### src/hw/rtl/rau_pkg.sv
// rau_pkg: shared types and constants of the rational arithmetic unit
// no dependencies; used by rau_front, rau_back and the top level
package rau_pkg;

  localparam int unsigned InWidth  = 16;
  localparam int unsigned DenWidth = InWidth - 1;
  localparam int unsigned WWidth   = 64;
  localparam int unsigned QDepth   = 2;

  typedef enum logic [1:0] {
    OpAdd = 2'd0,
    OpSub = 2'd1,
    OpMul = 2'd2,
    OpDiv = 2'd3
  } op_e;

  // classified transaction handed from front to back
  typedef struct packed {
    op_e                 op;
    logic                neg_a;
    logic                neg_b;
    logic [InWidth-1:0]  mag_a;
    logic [DenWidth-1:0] den_a;
    logic [InWidth-1:0]  mag_b;
    logic [DenWidth-1:0] den_b;
  } item_t;

endpackage

### src/hw/rtl/rational_arithmetic_unit.sv
// rational_arithmetic_unit: fraction add/sub/mul/div with gcd reduction
// a zero mul/div result skips all divisions; every other result runs euclid and
// divisions on the shared bit-serial divider, each euclid step being one full division
// throughput is one transaction per back-end run; a 2-entry queue decouples start
// reset is asynchronous active low and clears queue and sequencer; results cannot stall
module rational_arithmetic_unit (
  input  logic                         clk_i,
  input  logic                         rst_ni,
  input  logic                         start,
  output logic                         busy,
  input  logic [1:0]                   cmd_i,
  input  logic signed [rau_pkg::InWidth-1:0]  num_a_i,
  input  logic [rau_pkg::DenWidth-1:0] den_a_i,
  input  logic signed [rau_pkg::InWidth-1:0]  num_b_i,
  input  logic [rau_pkg::DenWidth-1:0] den_b_i,
  output logic                         res_valid_o,
  output logic signed [31:0]           res_num_o,
  output logic [30:0]                  res_den_o,
  output logic                         div_zero_o
);
  logic           q_valid, pop, full;
  rau_pkg::item_t item;

  rau_front u_front (
    .clk_i, .rst_ni, .start_i(start), .cmd_i,
    .num_a_i(num_a_i), .den_a_i, .num_b_i(num_b_i), .den_b_i,
    .full_o(full), .pop_i(pop), .valid_o(q_valid), .item_o(item)
  );

  rau_back u_back (
    .clk_i, .rst_ni, .valid_i(q_valid), .item_i(item), .pop_o(pop),
    .done_o(res_valid_o), .res_num_o, .res_den_o, .div_zero_o
  );

  assign busy = full;
endmodule

### src/hw/rtl/rau_front.sv
// rau_front: accepts a transaction, splits signs and fixes zero denominators,
// and keeps a two-entry queue for the back end; uses rau_pkg
module rau_front (
  input  logic                           clk_i,
  input  logic                           rst_ni,
  input  logic                           start_i,
  input  logic [1:0]                     cmd_i,
  input  logic [rau_pkg::InWidth-1:0]    num_a_i,
  input  logic [rau_pkg::DenWidth-1:0]   den_a_i,
  input  logic [rau_pkg::InWidth-1:0]    num_b_i,
  input  logic [rau_pkg::DenWidth-1:0]   den_b_i,
  output logic                           full_o,
  input  logic                           pop_i,
  output logic                           valid_o,
  output rau_pkg::item_t                 item_o
);

  rau_pkg::item_t q_mem_q [rau_pkg::QDepth];
  logic           wr_ptr_q, rd_ptr_q;
  logic [1:0]     cnt_q;
  rau_pkg::item_t cls;
  logic           push;

  always_comb begin
    cls.op    = rau_pkg::op_e'(cmd_i);
    cls.neg_a = num_a_i[rau_pkg::InWidth-1];
    cls.neg_b = num_b_i[rau_pkg::InWidth-1];
    cls.mag_a = cls.neg_a ? (~num_a_i + 1'b1) : num_a_i;
    cls.mag_b = cls.neg_b ? (~num_b_i + 1'b1) : num_b_i;
    cls.den_a = (den_a_i == '0) ? rau_pkg::DenWidth'(1) : den_a_i;
    cls.den_b = (den_b_i == '0) ? rau_pkg::DenWidth'(1) : den_b_i;
  end

  assign full_o  = (cnt_q == 2'd2);
  assign push    = start_i && !full_o;
  assign valid_o = (cnt_q != 2'd0);
  assign item_o  = q_mem_q[rd_ptr_q];

  always_ff @(posedge clk_i) begin
    if (push) q_mem_q[wr_ptr_q] <= cls;
  end

  always_ff @(posedge clk_i or negedge rst_ni) begin
    if (!rst_ni) begin
      wr_ptr_q <= 1'b0;
      rd_ptr_q <= 1'b0;
      cnt_q    <= 2'd0;
    end else begin
      if (push) wr_ptr_q <= ~wr_ptr_q;
      if (pop_i) rd_ptr_q <= ~rd_ptr_q;
      cnt_q <= cnt_q + {1'b0, push} - {1'b0, pop_i};
    end
  end

`ifndef SYNTH
  a_no_overflow: assert property (@(posedge clk_i) disable iff (!rst_ni)
    cnt_q == 2'd2 |-> !push) else $error("queue overflow");
  a_no_underflow: assert property (@(posedge clk_i) disable iff (!rst_ni)
    pop_i |-> cnt_q != 2'd0) else $error("queue underflow");
  a_cnt_range: assert property (@(posedge clk_i) disable iff (!rst_ni)
    cnt_q != 2'd3) else $error("queue count out of range");
`endif

endmodule

### src/hw/rtl/rau_back.sv
// rau_back: sequencer with one shared bit-serial divider for gcd, lcm and
// reduction, plus two 32x32 multipliers; uses rau_pkg
module rau_back (
  input  logic                  clk_i,
  input  logic                  rst_ni,
  input  logic                  valid_i,
  input  rau_pkg::item_t        item_i,
  output logic                  pop_o,
  output logic                  done_o,
  output logic [31:0]           res_num_o,
  output logic [30:0]           res_den_o,
  output logic                  div_zero_o
);
  localparam int unsigned W = rau_pkg::WWidth;

  typedef enum logic [3:0] {
    SIdle, SGcdD, SLcmA, SLcmB, SCombine, SMul, SGcdR, SRedN, SRedD, SOut, SDiv
  } state_e;

  state_e         state_q, ret_q;
  rau_pkg::item_t it_q;
  logic [W-1:0]   x_q, y_q, g_q, lcm_q, ta_q, mag_q, den_q;
  logic           neg_q, err_q;
  // divider
  logic [W-1:0]   dvd_q, dvs_q, quo_q, rem_q;
  logic [6:0]     cnt_q;
  logic [W:0]     trial;
  logic [W-1:0]   rem_sh;
  logic [31:0]    mul_a, mul_b;
  logic [63:0]    mul_p;
  logic [31:0]    mul2_a, mul2_b;
  logic [63:0]    mul2_p;
  logic [31:0]    num_out;
  logic [30:0]    den_out;
  logic           nb_eff;

  assign rem_sh = {rem_q[W-2:0], dvd_q[W-1]};
  assign trial  = {1'b0, rem_sh} - {1'b0, dvs_q};
  assign mul_p  = mul_a * mul_b;
  assign mul2_p = mul2_a * mul2_b;
  assign nb_eff = (it_q.op == rau_pkg::OpSub) ? !it_q.neg_b : it_q.neg_b;

  always_comb begin
    mul_a = '0;
    mul_b = '0;
    mul2_a = '0;
    mul2_b = '0;
    case (state_q)
      SLcmA:   begin mul_a = 32'(quo_q); mul_b = 32'(it_q.den_b); end
      SCombine: begin
        mul_a = 32'(ta_q); mul_b = 32'(it_q.mag_a);
        mul2_a = 32'(quo_q); mul2_b = 32'(it_q.mag_b);
      end
      SMul: begin
        mul2_a = 32'(it_q.den_a);
        if (it_q.op == rau_pkg::OpMul) begin
          mul_a = 32'(it_q.mag_a); mul_b = 32'(it_q.mag_b);
          mul2_b = 32'(it_q.den_b);
        end else begin
          mul_a = 32'(it_q.mag_a); mul_b = 32'(it_q.den_b);
          mul2_b = 32'(it_q.mag_b);
        end
      end
      default: ;
    endcase
  end

  always_comb begin
    if (neg_q) num_out = (mag_q > 64'h8000_0000) ? 32'h8000_0000 : (~mag_q[31:0] + 1'b1);
    else       num_out = (mag_q > 64'h7FFF_FFFF) ? 32'h7FFF_FFFF : mag_q[31:0];
    den_out = (den_q > 64'h7FFF_FFFF) ? 31'h7FFF_FFFF : den_q[30:0];
  end

  assign pop_o = (state_q == SIdle) && valid_i;

  always_ff @(posedge clk_i or negedge rst_ni) begin
    if (!rst_ni) begin
      state_q <= SIdle;
      ret_q   <= SIdle;
      done_o  <= 1'b0;
      cnt_q   <= '0;
    end else begin
      done_o <= 1'b0;
      case (state_q)
        SIdle: if (valid_i) begin
          it_q <= item_i;
          err_q <= 1'b0;
          x_q <= W'(item_i.den_a);
          y_q <= W'(item_i.den_b);
          if (item_i.op == rau_pkg::OpAdd || item_i.op == rau_pkg::OpSub) begin
            state_q <= SGcdD;
          end else state_q <= SMul;
        end
        // euclid on x_q, y_q via the divider; g_q gets the result, then den_a or mag_q is divided by it
        SGcdD, SGcdR: begin
          if (y_q == '0) begin
            g_q <= x_q;
            if (state_q == SGcdD) begin
              dvd_q <= W'(it_q.den_a); dvs_q <= x_q; ret_q <= SLcmA;
            end else begin
              dvd_q <= mag_q; dvs_q <= x_q; ret_q <= SRedN;
            end
            rem_q <= '0; quo_q <= '0; cnt_q <= 7'(W);
            state_q <= SDiv;
          end else begin
            dvd_q <= x_q; dvs_q <= y_q; rem_q <= '0; quo_q <= '0;
            cnt_q <= 7'(W);
            ret_q <= state_q;
            state_q <= SDiv;
          end
        end
        SDiv: begin
          if (cnt_q == '0) begin
            state_q <= ret_q;
            if (ret_q == SGcdD || ret_q == SGcdR) begin
              x_q <= y_q; y_q <= rem_q;
            end
          end else begin
            dvd_q <= {dvd_q[W-2:0], 1'b0};
            if (!trial[W]) begin
              rem_q <= trial[W-1:0]; quo_q <= {quo_q[W-2:0], 1'b1};
            end else begin
              rem_q <= rem_sh; quo_q <= {quo_q[W-2:0], 1'b0};
            end
            cnt_q <= cnt_q - 1'b1;
          end
        end
        SLcmA: begin
          lcm_q <= mul_p;
          dvd_q <= mul_p; dvs_q <= W'(it_q.den_a);
          rem_q <= '0; quo_q <= '0; cnt_q <= 7'(W);
          ret_q <= SLcmB; state_q <= SDiv;
        end
        SLcmB: begin
          // quo_q = lcm/den_a; next lcm/den_b
          ta_q <= quo_q;
          dvd_q <= lcm_q; dvs_q <= W'(it_q.den_b);
          rem_q <= '0; quo_q <= '0; cnt_q <= 7'(W);
          ret_q <= SCombine; state_q <= SDiv;
        end
        SCombine: begin : comb_blk
          logic [W-1:0] ta, tb;
          ta = mul_p;
          tb = mul2_p;
          den_q <= lcm_q;
          if (it_q.neg_a == nb_eff) begin
            mag_q <= ta + tb; neg_q <= it_q.neg_a;
          end else if (ta >= tb) begin
            mag_q <= ta - tb; neg_q <= it_q.neg_a;
          end else begin
            mag_q <= tb - ta; neg_q <= nb_eff;
          end
          state_q <= SRedD;
          ret_q <= SIdle;
        end
        SMul: begin
          neg_q <= it_q.neg_a != it_q.neg_b;
          mag_q <= mul_p;
          den_q <= mul2_p;
          if (it_q.op == rau_pkg::OpDiv && it_q.mag_b == '0) begin
            err_q <= 1'b1; mag_q <= '0;
          end
          state_q <= SRedD;
          ret_q <= SIdle;
        end
        // entry to reduction: zero check, then gcd
        SRedD: begin
          if (mag_q == '0) begin
            den_q <= 64'd1; neg_q <= 1'b0; state_q <= SOut;
          end else begin
            x_q <= mag_q; y_q <= den_q; state_q <= SGcdR;
          end
        end
        SRedN: begin
          mag_q <= quo_q;
          dvd_q <= den_q; dvs_q <= g_q;
          rem_q <= '0; quo_q <= '0; cnt_q <= 7'(W);
          ret_q <= SOut; state_q <= SDiv;
        end
        SOut: begin
          if (ret_q == SOut) den_q <= quo_q;
          ret_q <= SIdle;
          state_q <= SIdle;
          done_o <= 1'b1;
        end
        default: state_q <= SIdle;
      endcase
    end
  end

  assign res_num_o  = num_out;
  assign res_den_o  = den_out;
  assign div_zero_o = err_q;

`ifndef SYNTH
  a_pop_idle: assert property (@(posedge clk_i) disable iff (!rst_ni)
    pop_o |-> state_q == SIdle) else $error("pop outside idle");
  a_done_pulse: assert property (@(posedge clk_i) disable iff (!rst_ni)
    done_o |=> !done_o) else $error("done longer than one cycle");
  a_div_nonzero: assert property (@(posedge clk_i) disable iff (!rst_ni)
    (state_q == SDiv && cnt_q == 7'(W)) |-> dvs_q != '0) else $error("divide by zero");
`endif

endmodule

### config.mk
export PLATFORM = sky130hd
export DESIGN_NAME = rational_arithmetic_unit
export DESIGN_NICKNAME = d
export VERILOG_FILES = /design/src/hw/rtl/rau_pkg.sv /design/src/hw/rtl/rational_arithmetic_unit.sv /design/src/hw/rtl/rau_front.sv /design/src/hw/rtl/rau_back.sv
export SDC_FILE = /design/constraint.sdc
export NUM_CORES = 2
export LEC_CHECK = 0
export BUFFER_PORTS_ARGS = -buffer_cell sky130_fd_sc_hd__buf_2
export CORE_MARGIN = 2
export CORE_UTILIZATION = 40
export DETAILED_ROUTE_END_ITERATION = 10
export PLACE_DENSITY_LB_ADDON = 0.1
export SLEW_MARGIN = 20
export SYNTH_ARGS = -nofsm -noshare
export SYNTH_HDL_FRONTEND = slang
export SYNTH_SLANG_ARGS = --single-unit
### constraint.sdc
create_clock -name clk_i -period 13.1 [get_ports clk_i]
set_input_delay 3.275 -clock clk_i [delete_from_list [all_inputs] [get_ports clk_i]]
set_output_delay 3.275 -clock clk_i [all_outputs]
set_load 0.01 [all_outputs]
==> metrics.csv <==
metric;value;unit
synth-simple-area-share;0.139;
worstHoldStart;u_back.x_q[11];
clock_sinks;876;
postSynth.asyncResetShare;0.0228;
worst_ep_required_time;13.65;ns
r2r_start;u_back.state_q[2];
gp_congestion;1.05;
ant_nets;0;
ys.flop_type;edfxtp_1;
max_stage_delay;0.62;ns
synth_warnings;0;
root_buffer;clkbuf_16;
rrSetupSlack;0.43;ns
initial_core_util;0.402;
nFillCells;20907;
status;finished clean;
whs_path_depth;0;
htree_levels;3;
cap_violations;0;
setup_tns;0;ns
numPortBuffers;132;
die_y;468;um
cp_max_fo;54;
fp-row-count;170;
pwr_density_cell;307;mW/mm^2
final_nets;10881;
remaining_drc_errors;0;
clockBufferDepth;3;
synth-xor-area-share;0.0230;
leakage;40.9;nW
synthCells;9193;
synth_area_per_cell;9.38;um^2
fin_util;0.447;
period_share;0.967;
drt-initial-drc-count;8247;
rsz0062_at_grt;yes;
drv_slew;0;
grt.total_usage;0.340;
r2r_cells;43;
synth_top_family_by_area;adder cells;
hold_buffers;0;
design.core.area;0.214;mm^2
crit_path_top_delay_cell;fa_1;
ir_worst_vdd;0.452;mV
tightest_slew;1.24;ns
muxShareOfSynthArea;0.0157;
startpoint_type;flop;
drive_above_1_share;0.103;
period_minus_slack;12.67;ns
die-area;0.219;mm^2
hold_class;reg2reg;
synthAdderAreaFrac;0.282;
drt-pass1-iter-count;6;
critPathKind;reg2reg;
grt_pass1_wl;536000;um
num_io_pins;133;
finalClockSkew;0.0763;ns
hold_end;u_back.g_q[11];
syn_to_final_growth;11.2;%
slew-limit-headroom;0.170;
ys_seq_area_frac;0.304;
synth-edff-count;856;
clk_latency;0.81;ns
multiInputGateArea;0.0537;mm^2
grt_max_degree;152;
numCtsBuffers;104;
grt_pass1_vias;72071;
reg2reg_to;u_back.mag_q[41];
synth_compound_gate_area_share;0.158;
vias_per_cell;5.93;
vias;72988;
regArea;0.0262;mm^2
wl_per_cell;30.5;um
antenna_found_initial;19;
ys_ff_latch;876;
endpoint_kind;flop;
synth_nets;10700;
cts_tree;built;
hpwl;303000;um
synth_cell_types;103;
fmaxAchievable;78.9;MHz
clkTransAtPathRegs;0.06;ns
totalWireLength;376000;um
finalSetupViolCount;0;
syn_area;0.0863;mm^2
hold_violations;0;
cp.arrival;13.23;ns
dieWidth;468;um
crit_top_cell;fa_1;
overflow;0;
[cell usage in the layout (no fill, tap or decap), types with 50 or more instances in the layout]
cell type     n
inv_1      1249
nand2_1    1118
edfxtp_1    856
fa_1        841
nor2_1      712
ha_1        599
a21oi_1     542
buf_4       450
o21ai_0     365
a22oi_1     182
nand3_1     172
a22o_1      163
xnor2_1     159
and2_1      138
buf_2       132
a21o_1      105
clkbuf_16   104
mux2_2       87
a211oi_1     83
nor4_1       80
nand2b_1     75
a31oi_1      73
nor3_1       72
o21bai_1     67
and3_1       65
nand4_1      65
o21a_1       58
xor2_1       57
o31ai_1      52
nor2b_1      50
a221oi_1     50
[layout make-up]
| class | count | area share |
|---|---|---|
| Antenna cell | 12 | 0.000313 |
| Clock buffer | 128 | 0.0282 |
| Clock inverter | 66 | 0.00657 |
| Inverter | 1264 | 0.0495 |
| Multi-Input combinational cell | 6531 | 0.560 |
| Sequential cell | 876 | 0.273 |
| Tap cell | 2838 | 0.0370 |
| Timing Repair Buffer | 597 | 0.0450 |
[per-layer routing]
| metal | GRT usage | part of all wire | vias up |
|---|---|---|---|
| met5 | 0 | 0.000072 | - |
| met4 | 0.136 | 0.047 | 4 |
| met3 | 0.0592 | 0.084 | 524 |
| met2 | 0.509 | 0.43 | 3403 |
| met1 | 0.487 | 0.44 | 37230 |
| li1 | - | - | 31827 |
[where the power goes]
part / switching [mW] / internal (mW) / leakage [nW]
clock: 1.30 / 1.60 / 1.62
sequential: 0.830 / 4.70 / 8.21
combinational: 14.2 / 6.86 / 31.1
[worst max-delay path by stage]
| stage | cells past startpoint | to | startpoint |
|---|---|---|---|
| finish | 43 | u_back.mag_q[41] | u_back.state_q[2] |
| global route | 46 | u_back.mag_q[41] | u_back.state_q[2] |
| CTS | 40 | u_back.mag_q[18] | u_back.state_q[2] |
| detailed placement | 40 | u_back.mag_q[18] | u_back.state_q[2] |
| global placement | 40 | u_back.mag_q[18] | u_back.state_q[2] |
| floorplan | 49 | u_back.mag_q[27] | u_back.state_q[2] |
[cell families (layout without fill, tap and decap cells)]
logic type	count (synthesis)	in the layout
and+or+nand+nor	2688	2688
AOI/OAI and AO/OA	2052	2052
buffers and inverters	1786	2055
adders and majority gates	1440	1440
DFF	876	876
xor gates and xnor gates	227	227
muxes	124	124
other	0	12
[through the flow]
stage          cell area, um^2  hold WS (ns)  setup WS, ns  power, mW  cells
6_report                 95900         0.481         0.428       29.5  12312
5_1_grt                  95900         0.502       -0.0647       30.8  12307
4_1_cts                  95700         0.480        0.0515       28.9  12294
3_5_place_dp             92400         0.465         0.158       25.9  12100
3_3_place_gp             92400         0.459         0.223       26.0  12099
2_1_floorplan            86300         0.424          1.27       17.0   9193
[state kept, by name, indices dropped and copies added (netlist names), 64 cells and up]
| name | flops |
|---|---|
| u_back.x_q | 64 |
| u_back.y_q | 64 |
| u_front.q_mem_q | 132 |
| u_back.rem_q | 64 |
| u_back.mag_q | 64 |
| u_back.it_q | 66 |
| u_back.den_q | 64 |
| u_back.quo_q | 64 |
| u_back.g_q | 64 |
| u_back.dvd_q | 64 |
| u_back.dvs_q | 64 |
[worst max-delay path, delay by kind of cell (launching register included)]
| family | cells | cell delay [ns] |
|---|---|---|
| xor gates and xnor gates | 2 | 0.56 |
| adders and majority gates | 8 | 3.81 |
| and+or+nand+nor | 8 | 1.95 |
| buffers and inverters | 11 | 2.06 |
| AOI/OAI and AO/OA | 14 | 3.57 |
| DFF | 1 | 0.35 |
[synth_stat cells, types with 81 or more instances]
cell | number | share of area
nor2_1 | 728 | 0.032
nor3_1 | 81 | 0.0047
edfxtp_1 | 856 | 0.30
fa_1 | 841 | 0.20
a22oi_1 | 192 | 0.017
a211oi_1 | 83 | 0.0072
inv_1 | 1250 | 0.054
mux2_2 | 87 | 0.011
and2_1 | 138 | 0.010
nand3_1 | 174 | 0.010
a21o_1 | 106 | 0.0092
ha_1 | 599 | 0.087
xnor2_1 | 167 | 0.017
a21oi_1 | 549 | 0.032
clkbuf_1 | 461 | 0.020
nor4_1 | 84 | 0.0061
a22o_1 | 165 | 0.017
o21ai_0 | 374 | 0.022
nand2_1 | 1123 | 0.049
[repair_timing]
action | in CTS | in global routing
endpoints found under the setup margin | 0 | 60
endpoints found under the hold margin | 0 | 0
gates resized for setup | 0 | 25
setup buffers | 0 | 6
Power figures use the tool's default switching activity.
